File: src/rtl/fbfl_pkg.sv
// shared constants, codes and types of the fixed block free list allocator
`timescale 1ns / 1ps

package fbfl_pkg;

  // pool geometry
  localparam int MAX_BLOCKS   = 1024;
  localparam int HEADER_BYTES = 8;
  localparam int ALIGN_BYTES  = 8;

  localparam int IDX_W       = $clog2(MAX_BLOCKS);
  localparam int LINK_W      = IDX_W + 1;
  localparam int BYTES_W     = 13;
  localparam int BYTES_CAP   = 4096;
  localparam int ALIGN_SHIFT = $clog2(ALIGN_BYTES);
  localparam int WORDS_W     = BYTES_W + 1 - ALIGN_SHIFT;
  localparam int OFFSET_W    = 22;

  // end-of-list code in the link memory and the head register
  localparam logic [LINK_W-1:0] NULL_LINK = LINK_W'(MAX_BLOCKS);

  // register map
  localparam logic REG_BLOCK_COUNT = 1'b0;
  localparam logic REG_BLOCK_BYTES = 1'b1;

  typedef enum logic [1:0] {
    ACT_ALLOC = 2'd0,
    ACT_FREE  = 2'd1,
    ACT_INIT  = 2'd2,
    ACT_NOP   = 2'd3
  } action_t;

  // one access to the link memory
  typedef struct packed {
    logic              wr_en;
    logic [IDX_W-1:0]  wr_addr;
    logic [LINK_W-1:0] wr_data;
    logic              rd_en;
    logic [IDX_W-1:0]  rd_addr;
  } mem_req_t;

  // controller status seen by the top level
  typedef struct packed {
    logic [LINK_W-1:0] head;
    logic              pend_valid;
  } ctrl_status_t;

endpackage

File: src/rtl/fbfl_ctrl.sv
// request sequencer: head and count registers, init walk, result stage
`timescale 1ns / 1ps

module fbfl_ctrl (
  input  logic                          clk,
  input  logic                          rst,
  input  logic                          req_valid,
  output logic                          req_stall,
  input  logic [1:0]                    action,
  input  logic [fbfl_pkg::IDX_W-1:0]    block_index,
  input  logic [fbfl_pkg::LINK_W-1:0]   block_count,
  input  logic [fbfl_pkg::BYTES_W-1:0]  block_bytes,
  output logic                          rsp_valid,
  input  logic                          rsp_stall,
  output logic                          granted,
  output logic [fbfl_pkg::IDX_W-1:0]    given_index,
  output logic [fbfl_pkg::OFFSET_W-1:0] given_offset,
  output logic [fbfl_pkg::LINK_W-1:0]   free_count,
  output fbfl_pkg::mem_req_t            mem_req,
  input  logic [fbfl_pkg::LINK_W-1:0]   rd_data,
  output fbfl_pkg::ctrl_status_t        status
);
  import fbfl_pkg::*;

  localparam int PROD_W     = IDX_W + WORDS_W;
  localparam int OFF_FULL_W = PROD_W + ALIGN_SHIFT + 1;

  typedef enum logic [1:0] {
    ST_IDLE,
    ST_POP,
    ST_INIT
  } state_t;

  typedef struct packed {
    logic                granted;
    logic [IDX_W-1:0]    index;
    logic [OFFSET_W-1:0] offset;
    logic [LINK_W-1:0]   count;
  } result_t;

  state_t            state;
  logic [LINK_W-1:0] head_link;
  logic [LINK_W-1:0] free_total;
  logic [LINK_W-1:0] init_n;
  logic [IDX_W-1:0]  init_ptr;
  logic              pend_valid;
  result_t           pend;

  action_t             act;
  logic                accept;
  logic                slot_free;
  logic                head_empty;
  logic [BYTES_W-1:0]  bb_cap;
  logic [BYTES_W:0]    bb_sum;
  logic [WORDS_W-1:0]  words;
  logic [PROD_W-1:0]   prod;
  logic [OFF_FULL_W-1:0] off_full;
  logic [LINK_W-1:0]   init_n_in;
  logic [LINK_W-1:0]   total_dec;
  logic [LINK_W-1:0]   total_inc;
  logic [LINK_W-1:0]   init_nxt;
  logic                init_last;
  logic                fin;
  result_t             fin_res;

  assign act        = action_t'(action);
  assign req_stall  = (state != ST_IDLE) || pend_valid;
  assign accept     = req_valid && !req_stall;
  assign slot_free  = !rsp_valid || !rsp_stall;
  assign head_empty = (head_link >= NULL_LINK);

  // block size capped at 4096 bytes, rounded up to the alignment, counted in alignment units
  assign bb_cap   = (block_bytes > BYTES_W'(BYTES_CAP)) ? BYTES_W'(BYTES_CAP) : block_bytes;
  assign bb_sum   = {1'b0, bb_cap} + (BYTES_W + 1)'(ALIGN_BYTES - 1);
  assign words    = WORDS_W'(bb_sum >> ALIGN_SHIFT);
  assign prod     = PROD_W'(head_link[IDX_W-1:0]) * PROD_W'(words);
  assign off_full = OFF_FULL_W'(HEADER_BYTES) + (OFF_FULL_W'(prod) << ALIGN_SHIFT);

  assign init_n_in = (block_count > NULL_LINK) ? NULL_LINK : block_count;
  assign total_dec = (free_total != '0) ? LINK_W'(free_total - 1'b1) : free_total;
  assign total_inc = (free_total < NULL_LINK) ? LINK_W'(free_total + 1'b1) : free_total;
  assign init_nxt  = LINK_W'(init_ptr) + LINK_W'(1);
  assign init_last = (init_nxt >= init_n);

  // result of the item that finishes in this cycle
  always_comb begin
    fin             = 1'b0;
    fin_res.granted = 1'b0;
    fin_res.index   = '0;
    fin_res.offset  = '0;
    fin_res.count   = free_total;
    case (state)
      ST_IDLE: begin
        if (accept) begin
          case (act)
            ACT_ALLOC: begin
              fin = 1'b1;
              if (!head_empty) begin
                fin_res.granted = 1'b1;
                fin_res.index   = head_link[IDX_W-1:0];
                fin_res.offset  = OFFSET_W'(off_full);
                fin_res.count   = total_dec;
              end
            end
            ACT_FREE: begin
              fin             = 1'b1;
              fin_res.granted = 1'b1;
              fin_res.count   = total_inc;
            end
            ACT_INIT: begin
              if (init_n_in == '0) begin
                fin             = 1'b1;
                fin_res.granted = 1'b1;
                fin_res.count   = '0;
              end
            end
            default: begin
              fin = 1'b1;
            end
          endcase
        end
      end
      ST_INIT: begin
        if (init_last) begin
          fin             = 1'b1;
          fin_res.granted = 1'b1;
          fin_res.count   = init_n;
        end
      end
      default: begin
      end
    endcase
  end

  // link memory accesses
  always_comb begin
    mem_req.wr_en   = 1'b0;
    mem_req.wr_addr = block_index;
    mem_req.wr_data = head_link;
    mem_req.rd_en   = 1'b0;
    mem_req.rd_addr = head_link[IDX_W-1:0];
    case (state)
      ST_IDLE: begin
        if (accept && act == ACT_ALLOC && !head_empty) begin
          mem_req.rd_en = 1'b1;
        end
        if (accept && act == ACT_FREE) begin
          mem_req.wr_en = 1'b1;
        end
      end
      ST_INIT: begin
        mem_req.wr_en   = 1'b1;
        mem_req.wr_addr = init_ptr;
        mem_req.wr_data = init_last ? NULL_LINK : init_nxt;
      end
      default: begin
      end
    endcase
  end

  always_ff @(posedge clk) begin
    if (rst) begin
      state      <= ST_IDLE;
      head_link  <= NULL_LINK;
      free_total <= '0;
      rsp_valid  <= 1'b0;
      pend_valid <= 1'b0;
    end else begin
      case (state)
        ST_IDLE: begin
          if (accept) begin
            case (act)
              ACT_ALLOC: begin
                if (!head_empty) begin
                  free_total <= total_dec;
                  state      <= ST_POP;
                end
              end
              ACT_FREE: begin
                head_link  <= {1'b0, block_index};
                free_total <= total_inc;
              end
              ACT_INIT: begin
                if (init_n_in == '0) begin
                  head_link  <= NULL_LINK;
                  free_total <= '0;
                end else begin
                  init_n   <= init_n_in;
                  init_ptr <= '0;
                  state    <= ST_INIT;
                end
              end
              default: begin
              end
            endcase
          end
        end
        ST_POP: begin
          head_link <= (rd_data > NULL_LINK) ? NULL_LINK : rd_data;
          state     <= ST_IDLE;
        end
        ST_INIT: begin
          init_ptr <= init_nxt[IDX_W-1:0];
          if (init_last) begin
            head_link  <= '0;
            free_total <= init_n;
            state      <= ST_IDLE;
          end
        end
        default: begin
          state <= ST_IDLE;
        end
      endcase

      // output word, with one held-back result while the output is stalled
      if (slot_free) begin
        if (pend_valid) begin
          {granted, given_index, given_offset, free_count} <= pend;
          rsp_valid  <= 1'b1;
          pend_valid <= 1'b0;
        end else if (fin) begin
          {granted, given_index, given_offset, free_count} <= fin_res;
          rsp_valid <= 1'b1;
        end else begin
          rsp_valid <= 1'b0;
        end
      end else if (fin) begin
        pend       <= fin_res;
        pend_valid <= 1'b1;
      end
    end
  end

  assign status.head       = head_link;
  assign status.pend_valid = pend_valid;

endmodule

File: config.mk
export PLATFORM = sky130hd
export DESIGN_NAME = fbfl_ctrl
export DESIGN_NICKNAME = d
export VERILOG_FILES = /design/src/rtl/fbfl_pkg.sv /design/src/rtl/fbfl_ctrl.sv
export SDC_FILE = /design/constraint.sdc
export NUM_CORES = 1
export LEC_CHECK = 0
export ABC_AREA = 1
export BUFFER_PORTS_ARGS = -buffer_cell sky130_fd_sc_hd__buf_2
export CORE_ASPECT_RATIO = 1.4
export CORE_UTILIZATION = 60
export CTS_BUF_LIST = sky130_fd_sc_hd__clkbuf_4
export CTS_CLUSTER_SIZE = 30
export DETAILED_ROUTE_END_ITERATION = 10
export PLACE_DENSITY = 0.82
export SETUP_SLACK_MARGIN = 0.15
export SLEW_MARGIN = 5
export SYNTH_ARGS = -nofsm -noshare
export SYNTH_HDL_FRONTEND = slang
export SYNTH_SLANG_ARGS = --single-unit
export TNS_END_PERCENT = 20
File: constraint.sdc
create_clock -name clk -period 19.4 [get_ports clk]
set_clock_uncertainty 0.15 [all_clocks]
set_input_delay 3.88 -clock clk [delete_from_list [all_inputs] [get_ports clk]]
set_output_delay 3.88 -clock clk [all_outputs]
set_load 0.02 [all_outputs]
==> results.md <==
- Most common cell after layout, fill and taps aside: nand2_1
- Worst Tran Pin Value: 1.17 ns
- P_sw: 0.000762 W
- Placed cell area: 0.0122 mm²
- DIE HEIGHT: 165 µm
- Critical Path Stages: 34
- Clock Tree Root: clkbuf_4
- Area Growth Syn to Fin: 9.63%
- Clk_lat worst skew: 0.55 ns
- Crit path largest cell delay: 0.55 ns
- Flop2flop setup slack: 13.13 ns
- Setup Buffers After CTS: 0
- RSZ-0062 raised after global routing: false
- Final antenna-violating net count: 0
- Clock share of power: 12.6%
- Critical path class: primary input to register
- Combinational Power Share: 59.5%
- Final slew viol count: 0
- Post-route design area: 0.0124 mm²
- DR WL/cell: 18.4 µm
- Relative slew slack: 21.9%
- Via density: 5.73
- Pre-antenna DRT Iters: 6
- Floorplan row count: 59
- Yosys warns: 0
- Core area: 0.0185 mm²
- Final hold violations: 0
- FILL cells: 1593
- Largest net degree at the start of global routing: 42
- Most frequent CP cell: nand2_1
- Crit start category: primary input
- Top FF cell, synth: edfxtp_1
- Library cells used by synthesis: 54
- Int Power: 0.000676 W
- IO buf count: 138
- Crit path buf inv count: 8
- Reg clk slew, reported paths: 0.14 ns
- Max Cap Viol: 0
- Post-DP HPWL: 26500 µm
- Global-route wire length before repair: 53500 µm
- Num Clock Sinks: 129
- Worst min-delay path category: register to register
- DR iter-0 viols: 861
- Nets: 1773
- Net switching fraction of the power: 53.0%
- EDFF count, synth: 103
- Hold_buf cts: 0
- Pwr dens: 116 mW/mm²
- Die width: 118 µm
- Mapped Cells: 1466
- Avg Inst Size Synth: 7.73 µm²
- Die area: 0.0195 mm²
- Most frequent cells in the layout: nand2_1, inv_1, nor2_1
- Final core utilization: 67.1%
- CTS resizes: 0
- Worst-path maximum fanout: 6
- Worst Hold Launch: pend[15]$_DFFE_PP_
- Setup TNS: 0 ns
- Flop pwr share: 27.9%
- Hold endpoint: given_offset[4]$_DFFE_PP_
- Tcrit/Tclk final: 51.1%
- Routability Congestion: 1.05
- Reg2reg path depth: 24
- Req. time, crit path: 19.54 ns
- Static leakage: 6.14 nW
- R2r startpoint: head_link[9]$_SDFFE_PP0P_
- H-tree depth: 4
- Clk buf depth: 2
- Share of layout cells above drive strength 1: 14.7%
- Total global routing overflow: 0
- Critical path arrival: 10.06 ns
- GRT Util Overall: 36.0%
- Power Total: 0.00144 W
- Crit path max-delay family: adder cells
- IO Pins: 142
- Post-route setup slack: 9.48 ns
- Slowest CP cell: fa_1
- Routed WL: 33800 µm
- Post-synthesis sequential area ratio: 31.9%
- Post-synth ARST share: 0%
- Yosys reg bits: 129
- Synthesized area: 0.0113 mm²
- Hold path cells: 2
- Final setup violation count: 0
- Place WS: 8.95 ns
- Vias in the first global route: 10400
- CTS buffer count: 17
- CTS tree: built
- Max frequency: 101 MHz
- Post-route DRC: 0
- Status: complete, no violations
- Initial antenna violation count: 1
- Vias: 10500
- Critical path capture point type: register
- VDD IR max: 0.0928 mV
- Starting Density: 61.2%
- Final period demand of the worst path: 9.92 ns
- Reg2reg end: given_offset[21]$_DFFE_PP_
==> cell usage after synthesis (3+ instances only) <==
cell,number,area share (%)
o22ai_1,3,0.17
edfxtp_1,103,27
dfxtp_1,26,4.6
a21oi_1,75,3.3
o31ai_1,5,0.33
nand3_1,77,3.4
o211ai_1,8,0.53
clkinv_1,8,0.26
xor2_1,13,1.0
nand2_1,339,11
buf_4,19,1.3
nand4_1,16,0.88
buf_2,10,0.44
a31oi_1,10,0.55
inv_2,9,0.30
nor2_2,12,0.66
inv_1,210,7.0
nor2_1,176,5.8
o21ai_0,95,4.2
ha_1,70,7.7
nand2_2,10,0.55
xnor2_1,3,0.23
a22oi_1,10,0.66
nand3b_1,6,0.40
o21a_1,4,0.26
nor3_1,4,0.18
nand3_2,6,0.53
a32oi_1,7,0.54
o21ai_1,7,0.31
fa_1,69,12
clkbuf_1,27,0.89
==> worst reg2reg max path: cells and delay by family, from the launching register on <==
kind	cells	cell delay, ns
compound gates	1	0.23
flops	1	0.60
fa+ha+maj	6	2.91
buf+inv	5	0.74
simple gates	12	1.41
==> layer usage <==
metal,wire (µm),share of wire [%],up-vias,global-route usage [%]
li1,-,-,4984,-
met1,12300,36,4975,38.9
met5,0,0,-,0
met4,1930,5.7,0,21.7
met3,1780,5.3,117,3.73
met2,17800,53,464,67.8
==> cells by family after synthesis <==
group | Yosys count | synth area share (%)
xor+xnor | 16 | 1.24
other cells | 2 | 0.0663
flops | 129 | 31.9
mux | 2 | 0.199
simple gates | 659 | 24.9
buf+inv | 285 | 10.2
fa+ha+maj | 139 | 19.9
compound gates | 234 | 11.6
==> per-stage QoR <==
stage	instances	hold slack, ns
after floorplan	1475	0.337
after global placement	1808	0.350
after detailed placement	1808	0.359
after CTS	1840	0.383
after global routing	1841	0.389
final	1841	0.384
==> cell type report <==
type | count | area, µm² | area share, %
sequential | 129 | 3610 | 29.1
tap | 244 | 305 | 2.46
timing repair buffer | 146 | 751 | 6.04
multi-input combinational | 1061 | 6630 | 53.3
clock inverter | 15 | 144 | 1.16
antenna | 1 | 2.50 | 0.0201
clock buffer | 17 | 128 | 1.03
inverter | 228 | 857 | 6.90
==> power by group through the flow <==
stage                     registers, W  logic [W]  clock network (W)
after floorplan               0.000406   0.000604                  0
after global placement        0.000405   0.000836                  0
after detailed placement      0.000405   0.000847                  0
after CTS                     0.000399   0.000851           0.000182
after global routing          0.000404   0.000962           0.000192
final                         0.000401   0.000856           0.000182
==> sequential cells by signal, summed over array words and instances, names as in the netlist, 2 cells and up <==
name,count
head_link,11
init_ptr,10
pend,41
free_total,11
given_offset,19
init_n,11
free_count,11
state,2
given_index,10
==> worst max-delay path by stage <==
| stage | from | to | slack, ns |
|---|---|---|---|
| 3_5_place_dp | block_bytes[12] | given_offset[21]$_DFFE_PP_ | 8.95 |
| 2_1_floorplan | block_bytes[3] | given_offset[21]$_DFFE_PP_ | 9.77 |
| 6_report | block_bytes[12] | given_offset[13]$_DFFE_PP_ | 9.48 |
| 3_3_place_gp | block_bytes[12] | given_offset[21]$_DFFE_PP_ | 9.12 |
| 4_1_cts | block_bytes[12] | given_offset[21]$_DFFE_PP_ | 9.54 |
| 5_1_grt | block_bytes[3] | given_offset[21]$_DFFE_PP_ | 8.97 |
Power figures use the tool's default switching activity.
